File: src/blz_pkg.sv
// blz_pkg: shared types and constants for the backward lz decompressor
// used by the stream interfaces, the controller, the datapath and the top level
// no dependencies

package blz_pkg;

    // default number of history ring entries
    localparam int WINDOW_DEPTH_DEF = 8192;

    // token format
    localparam int FLAGS_PER_CTRL = 8;
    localparam int LEN_BIAS       = 3;
    localparam int DIST_BIAS      = 2;

    // one compressed byte
    typedef struct packed {
        logic [7:0] in_byte;
        logic       stream_end;
    } comp_item_t;

    // one decompressed result
    typedef struct packed {
        logic [7:0]  out_byte;
        logic [31:0] out_position;
        logic        is_error;
        logic        run_last;
    } dec_item_t;

    // what the byte at the input does in the current decoder state
    typedef enum logic [1:0] {
        STEP_NONE,
        STEP_ONE,
        STEP_COPY
    } step_kind_t;

    // controller to datapath
    typedef struct packed {
        logic accept;
        logic copy_read;
        logic copy_emit;
    } dp_cmd_t;

    // datapath to controller
    typedef struct packed {
        step_kind_t kind;
        logic       copy_last;
    } dp_stat_t;

endpackage

File: src/blz_ctrl.sv
// blz_ctrl: sequencing state machine and output valid for the decompressor
// depends on blz_pkg

module blz_ctrl (
    input  logic              clk,
    input  logic              rst_n,
    input  logic              in_valid,
    output logic              in_ready,
    output logic              out_valid,
    input  logic              out_ready,
    input  blz_pkg::dp_stat_t stat,
    output blz_pkg::dp_cmd_t  cmd
);

    localparam logic [1:0] S_IDLE = 2'd0;
    localparam logic [1:0] S_READ = 2'd1;
    localparam logic [1:0] S_EMIT = 2'd2;

    logic [1:0] state_reg;
    logic [1:0] state_next;
    logic       out_valid_reg;
    logic       out_valid_next;
    logic       out_free;
    logic       out_load;

    // the result register can take a new result this cycle
    assign out_free = !out_valid_reg || out_ready;

    always_comb
    begin
        cmd        = '0;
        in_ready   = 1'b0;
        out_load   = 1'b0;
        state_next = state_reg;
        unique case (state_reg)
            S_IDLE:
            begin
                in_ready = out_free;
                if (in_valid && out_free)
                begin
                    cmd.accept = 1'b1;
                    if (stat.kind == blz_pkg::STEP_ONE)
                    begin
                        out_load = 1'b1;
                    end
                    else if (stat.kind == blz_pkg::STEP_COPY)
                    begin
                        state_next = S_READ;
                    end
                end
            end
            S_READ:
            begin
                cmd.copy_read = 1'b1;
                state_next    = S_EMIT;
            end
            S_EMIT:
            begin
                if (out_free)
                begin
                    cmd.copy_emit = 1'b1;
                    out_load      = 1'b1;
                    state_next    = stat.copy_last ? S_IDLE : S_READ;
                end
            end
            default:
            begin
                state_next = S_IDLE;
            end
        endcase
    end

    assign out_valid_next = out_load ? 1'b1 : (out_ready ? 1'b0 : out_valid_reg);
    assign out_valid      = out_valid_reg;

    always_ff @(posedge clk or negedge rst_n)
    begin
        if (!rst_n)
        begin
            state_reg     <= S_IDLE;
            out_valid_reg <= 1'b0;
        end
        else
        begin
            state_reg     <= state_next;
            out_valid_reg <= out_valid_next;
        end
    end

    // a copy always starts with a ring read
    a_copy_starts_read: assert property (@(posedge clk) disable iff (!rst_n)
        (cmd.accept && stat.kind == blz_pkg::STEP_COPY) |=> (state_reg == S_READ))
        else $error("copy did not start with a ring read");

    // every emitted copy byte was preceded by a read
    a_emit_after_read: assert property (@(posedge clk) disable iff (!rst_n)
        cmd.copy_emit |-> ($past(cmd.copy_read) || $past(state_reg) == S_EMIT))
        else $error("copy byte emitted without a ring read");

endmodule

File: config.mk
export PLATFORM = sky130hd
export DESIGN_NAME = blz_ctrl
export DESIGN_NICKNAME = d
export VERILOG_FILES = /design/src/blz_pkg.sv /design/src/blz_ctrl.sv
export SDC_FILE = /design/constraint.sdc
export NUM_CORES = 1
export LEC_CHECK = 0
export BUFFER_PORTS_ARGS = -buffer_cell sky130_fd_sc_hd__buf_2
export CAP_MARGIN = 20
export CORE_AREA = 3 3 40 42
export DETAILED_ROUTE_END_ITERATION = 6
export DIE_AREA = 0 0 43 45
export GPL_ROUTABILITY_DRIVEN = 0
export GPL_TIMING_DRIVEN = 0
export RECOVER_POWER = 100
export SETUP_SLACK_MARGIN = 0.15
export SLEW_MARGIN = 10
export SYNTH_ARGS = -nofsm -noshare
export SYNTH_HDL_FRONTEND = slang
export SYNTH_SLANG_ARGS = --single-unit
File: constraint.sdc
create_clock -name clk -period 2.7 [get_ports clk]
set_input_delay 0.135 -clock clk [delete_from_list [all_inputs] [get_ports clk]]
set_output_delay 0.135 -clock clk [all_outputs]
set_load 0.02 [all_outputs]
==> flow_metrics.env, run 1 <==
export IMPL_setup_viol_count_final=0
export IMPL_floorplan_die_area_mm2=0.001935
export IMPL_cts_htree_levels=1
export IMPL_min_period_over_period_pct=52.80
export IMPL_max_stage_delay_ns=0.39
export IMPL_wl_cell_um=9.500
export IMPL_layout_drive_gt1_share_pct=27.27
export IMPL_grt_pass1_vias=193
export IMPL_setup_worst_path_class="reg2out"
export IMPL_fillerInstances=148
export IMPL_synth_fp_nets=24
export IMPL_post_route_min_period_ns=1.426
export IMPL_boundary_pin_count=12
export IMPL_die_height_um=45
export IMPL_fin_tns_setup_ns=0
export IMPL_cp_slowest_cell="sky130_fd_sc_hd__dfrtp_1"
export IMPL_placement_io_buffers=11
export IMPL_detailroute_via_count=183
export IMPL_ctsResizeCount=0
export IMPL_ys_seq_area_share_pct=41.10
export IMPL_core_region_area_mm2=0.001285
export IMPL_worstPathArrival_ns=1.29
export IMPL_routed_via_density=3.813
export IMPL_utilization_pct=21.81
export IMPL_rows=13
export IMPL_maxCapViolations=0
export IMPL_postLayoutSetupSlackWorst_ns=1.274
export IMPL_kind_of_path_behind_the_tightest_hold_check="in2reg"
export IMPL_detailedPlace_worstSlack_ns=1.564
export IMPL_clock_root_buffer="sky130_fd_sc_hd__clkbuf_4"
export IMPL_cp_max_fo=4
export IMPL_placedCellCount=43
export IMPL_cell_breakdown_of_the_critical_path="nor2b_1 > nor4b_1 > clkbuf_1"
export IMPL_route_detailed_drc=0
export IMPL_largest_register_ff_count=2
export IMPL_cellLeakagePower_nw=0.1172
export IMPL_clk_insertion_delay_late_ns=0.23
export IMPL_slew_headroom_pct=80.66
export IMPL_numCtsBuffers=3
export IMPL_max_clock_freq_mhz=701.5
export IMPL_antenna_found_initial=0
export IMPL_drt_iter0_markers=4
export IMPL_clock_sinks=3
export IMPL_worst_setup_path_start_kind="flop"
export IMPL_post_synth_cell_area_avg_um2=10.75
export IMPL_nNetsFinal=41
export IMPL_global_route_wire_length_before_repair_um=759
export IMPL_clock_skew_final_ns=0.001297
export IMPL_synth_cells=17
export IMPL_flop_and_latch_count_out_of_synthesis=3
export IMPL_grt_use_total_pct=5.927
export IMPL_setup_worst_path_end_class="output pin"
export IMPL_grt_remaining_overflow=0
export IMPL_worst_setup_path_startpoint="out_valid"
export IMPL_cp_required_ns=2.57
export IMPL_critical_path_reg2reg_endpoint="state_reg[0]"
export IMPL_max_vdd_ir_drop_mv=0.1595
export IMPL_worst_slew_pin_transition_ns=0.2895
export IMPL_cts_reportedPaths_clkPinSlew_ns=0.04
export IMPL_endpoint="cmd[2]"
export IMPL_yosysWarnings=0
export IMPL_dr_pass1_iters=2
export IMPL_number_of_cells_traversed_by_the_worst_register_to_register_path=2
export IMPL_grt_start_max_net_pins=8
export IMPL_hold_viol_final=0
export IMPL_post_layout_total_power_w=0.0002254
export IMPL_syn_area_um2=182.7
export IMPL_hold_path_depth=3
export IMPL_post_cts_setup_buffers=0
export IMPL_insertedDiodeCount=0
export IMPL_cts_path_max_buffers=2
export IMPL_ff_to_ff_setup_slack_ns=1.69
export IMPL_regToRegStartpoint="state_reg[1]"
export IMPL_initial_core_util_pct=14.22
export IMPL_area_growth_synth_to_final_pct=53.42
export IMPL_non_filler_instances=48
export IMPL_die_x_um=43
export IMPL_power_density_mw_per_mm2=804.2
export IMPL_total_wirelength_of_the_detailed_routed_design_um=456
export IMPL_library_cells_used_by_synthesis=11
export IMPL_tritoncts="done"
export IMPL_grt_setup_unrepaired="no"
export IMPL_outcome="complete, no violations"
export IMPL_ant_nets=0
export IMPL_report_final_slew_viol_count=0
[cell usage after synthesis]
cell	n	area share, %
sky130_fd_sc_hd__a211oi_2	1	6.8
sky130_fd_sc_hd__buf_4	1	4.1
sky130_fd_sc_hd__dfrtp_1	3	41
sky130_fd_sc_hd__nand2b_1	3	10
sky130_fd_sc_hd__nand3_1	1	2.7
sky130_fd_sc_hd__nand4bb_1	2	12
sky130_fd_sc_hd__nor2b_1	2	6.8
sky130_fd_sc_hd__nor3_1	1	2.7
sky130_fd_sc_hd__nor3b_1	1	4.1
sky130_fd_sc_hd__nor4b_1	1	4.8
sky130_fd_sc_hd__o21bai_1	1	4.1
[per-stage QoR]
| step | instance area (µm²) | hold WS [ns] |
|---|---|---|
| finish | 280.3 | 0.1711 |
| global route | 280.3 | 0.1928 |
| CTS | 292.8 | 0.1741 |
| detailed placement | 256.5 | -0.06914 |
| global placement | 256.5 | -0.06796 |
| floorplan | 182.7 | -0.1606 |
[where the power goes]
part | internal, W | leakage, nW | total, W | switching [W]
combinational | 0.0000310 | 0.0628 | 0.0000777 | 0.0000467
sequential | 0.0000553 | 0.0394 | 0.0000689 | 0.0000135
clock | 0.0000554 | 0.0150 | 0.0000788 | 0.0000234
total | 0.000142 | 0.117 | 0.000225 | 0.0000836
[per-layer routing]
| layer | global-route usage (%) | vias to the layer above | share of wire (%) |
|---|---|---|---|
| li1 | - | 95 | - |
| met1 | 6.796 | 77 | 47 |
| met2 | 6.587 | 11 | 39 |
| met3 | 2.390 | 0 | 14 |
| met4 | 9.036 | 0 | 0 |
| met5 | 0 | - | 0 |
[cell usage in the layout, fill, tap and decap left out, types with 2 or more instances in the layout]
cell,n
sky130_fd_sc_hd__buf_2,5
sky130_fd_sc_hd__clkbuf_1,7
sky130_fd_sc_hd__clkbuf_4,3
sky130_fd_sc_hd__dfrtp_1,3
sky130_fd_sc_hd__nand2b_1,3
sky130_fd_sc_hd__nand4bb_1,2
sky130_fd_sc_hd__nor2b_1,2
[layout make-up]
class	instances	area, µm²	share of cell area (%)
Multi-Input combinational cell	13	95.09	33.93
Sequential cell	3	75.07	26.79
Timing Repair Buffer	12	57.56	20.54
Clock buffer	4	26.28	9.375
Tap cell	15	18.77	6.696
Buffer	1	7.507	2.679
[logic make-up after synthesis]
kind of cell / share of synthesized area (%)
AO/OA/AOI/OAI: 10.96
buffers and inverters: 4.111
flip-flops: 41.09
AND/OR/NAND/NOR: 43.83
[critical path: cells and delay by family (launching register included)]
family | cells | cell delay (ns)
and+or+nand+nor | 2 | 0.41
DFF | 1 | 0.39
buffers and inverters | 1 | 0.26
[timing repair]
item	in CTS	in global routing
setup endpoints to repair	0	0
endpoints found under the hold margin	3	0
hold buffers	1	0
[worst min-delay path by stage]
stage,startpoint,endpoint,slack [ns]
after floorplan,rst_n,out_valid,-0.16
after global placement,rst_n,out_valid,-0.07
after detailed placement,rst_n,state_reg[0],-0.07
after CTS,stat[0],state_reg[0],0.17
after global routing,stat[0],state_reg[0],0.19
final,stat[0],state_reg[0],0.17
(Power assumes the default switching activity.)
==> run 2: changes to the inputs <==
- clock period: 2.7 -> 1.5 ns (I/O delays scaled with it)
==> flow_metrics.env, run 2 (same netlist as run 1, synthesis figures left out) <==
export IMPL_max_stage_delay_ns=0.38
export IMPL_insertedDiodeCount=0
export IMPL_grt_pass1_vias=205
export IMPL_grt_setup_unrepaired="yes"
export IMPL_maxCapViolations=0
export IMPL_setup_viol_count_final=0
export IMPL_antenna_found_initial=0
export IMPL_core_region_area_mm2=0.001285
export IMPL_postLayoutSetupSlackWorst_ns=0.1949
export IMPL_die_x_um=43
export IMPL_clock_sinks=3
export IMPL_fillerInstances=147
export IMPL_outcome="complete, no violations"
export IMPL_numCtsBuffers=3
export IMPL_global_route_wire_length_before_repair_um=897
export IMPL_dr_pass1_iters=3
export IMPL_most_common_cell_after_layout_fill_and_taps_aside="sky130_fd_sc_hd__buf_2"
export IMPL_hold_viol_final=0
export IMPL_floorplan_die_area_mm2=0.001935
export IMPL_grt_use_total_pct=7.179
export IMPL_initial_core_util_pct=14.22
export IMPL_worst_slew_pin_transition_ns=0.2519
export IMPL_cts_path_max_buffers=2
export IMPL_worstPathArrival_ns=1.23
export IMPL_layout_drive_gt1_share_pct=39.39
export IMPL_rows=13
export IMPL_cellLeakagePower_nw=0.1280
export IMPL_cp_max_fo=4
export IMPL_slew_headroom_pct=83.28
export IMPL_max_vdd_ir_drop_mv=0.5547
export IMPL_largest_register_ff_count=2
export IMPL_drt_iter0_markers=6
export IMPL_layout_cell_area_non_filler_um2=294.0
export IMPL_min_period_over_period_pct=87.01
export IMPL_placement_io_buffers=11
export IMPL_detailedPlacementHpwl_um=358.9
export IMPL_setup_worst_path_end_class="output pin"
export IMPL_power_density_mw_per_mm2=1460
export IMPL_placement_cell_area_um2=262.8
export IMPL_kind_of_path_behind_the_tightest_hold_check="in2reg"
export IMPL_globalRouteMet1Util_pct=8.495
export IMPL_route_detailed_drc=0
export IMPL_max_clock_freq_mhz=766.2
export IMPL_wl_cell_um=10.17
export IMPL_clk_insertion_delay_late_ns=0.24
export IMPL_worst_setup_path_start_kind="flop"
export IMPL_die_height_um=45
export IMPL_final_cell_mix="sky130_fd_sc_hd__buf_2, sky130_fd_sc_hd__clkbuf_1, sky130_fd_sc_hd__nand2b_1, sky130_fd_sc_hd__clkbuf_4, sky130_fd_sc_hd__dfrtp_1"
export IMPL_detailedPlace_worstSlack_ns=0.4549
export IMPL_ant_nets=0
export IMPL_cts_reportedPaths_clkPinSlew_ns=0.04
export IMPL_grt_remaining_overflow=0
export IMPL_cell_breakdown_of_the_critical_path="nor2b_2 > nor3b_1 > clkbuf_1"
export IMPL_clock_skew_final_ns=0.004362
export IMPL_grt_use_met2_pct=7.485
export IMPL_grt_start_max_net_pins=8
export IMPL_utilization_pct=22.88
export IMPL_fin_tns_setup_ns=0
export IMPL_clock_root_buffer="sky130_fd_sc_hd__clkbuf_4"
export IMPL_whs_ns=0.09805
export IMPL_area_growth_synth_to_final_pct=60.96
export IMPL_cp_slowest_cell="sky130_fd_sc_hd__dfrtp_1"
export IMPL_post_route_min_period_ns=1.305
export IMPL_grt_most_used_layer="met1"
export IMPL_report_final_slew_viol_count=0
export IMPL_cts_htree_levels=1
export IMPL_met3_usage_pct=7.968
export IMPL_nNetsFinal=41
export IMPL_routed_via_density=4.125
export IMPL_setup_worst_path_class="reg2out"
export IMPL_cp_required_ns=1.42
export IMPL_detailroute_via_count=198
export IMPL_total_wirelength_of_the_detailed_routed_design_um=488
export IMPL_tritoncts="done"
export IMPL_boundary_pin_count=12
-- run 2: worst paths after layout --
path / start / endpoint / slack [ns] / cells past startpoint
hold reg to reg: out_valid / out_valid / 0.54 / 2
setup reg to reg: state_reg[1] / state_reg[0] / 0.53 / 2
max in group asynchronous: rst_n / state_reg[1] / 1.18 / 2
min in group asynchronous: rst_n / state_reg[0] / 0.17 / 2
setup / recovery: out_valid / cmd[0] / 0.19 / 3
hold / removal: stat[0] / state_reg[0] / 0.1 / 3
-- run 2: metal layers --
metal	vias up	share of wire, %
li1	93	-
met1	90	50
met2	15	30
met3	0	19
met4	0	0
met5	-	0
-- run 2: through the flow --
step	std cells	total power [W]
floorplan	17	0.0002271
global placement	43	0.0002790
detailed placement	43	0.0002805
CTS	48	0.0004419
global route	48	0.0004678
finish	48	0.0004293
-- run 2: final cells by class --
class / count / area, µm² / share of cell area [%]
multi-input combinational: 13 / 103.9 / 35.32
tap: 15 / 18.77 / 6.383
timing repair buffer: 12 / 62.56 / 21.28
buffer: 1 / 7.507 / 2.553
sequential: 3 / 75.07 / 25.53
clock buffer: 4 / 26.28 / 8.936
-- run 2: where the power goes --
group	switching (W)	internal, W
Sequential	0.0000243	0.0000995
Combinational	0.0000869	0.0000665
Clock	0.0000518	0.000100
-- run 2: worst max-delay path: cells and delay by family, from the launching register on --
family                 cells  cell delay, ns
buffers and inverters      1            0.25
DFF                        1            0.38
and+or+nand+nor            2            0.36
-- run 2: repair_timing --
action | in CTS | in global routing
setup buffers | 0 | 0
endpoints found under the setup margin | 0 | 4
endpoints found under the hold margin | 3 | 0
hold buffers | 1 | 0
gates resized for setup | 0 | 3
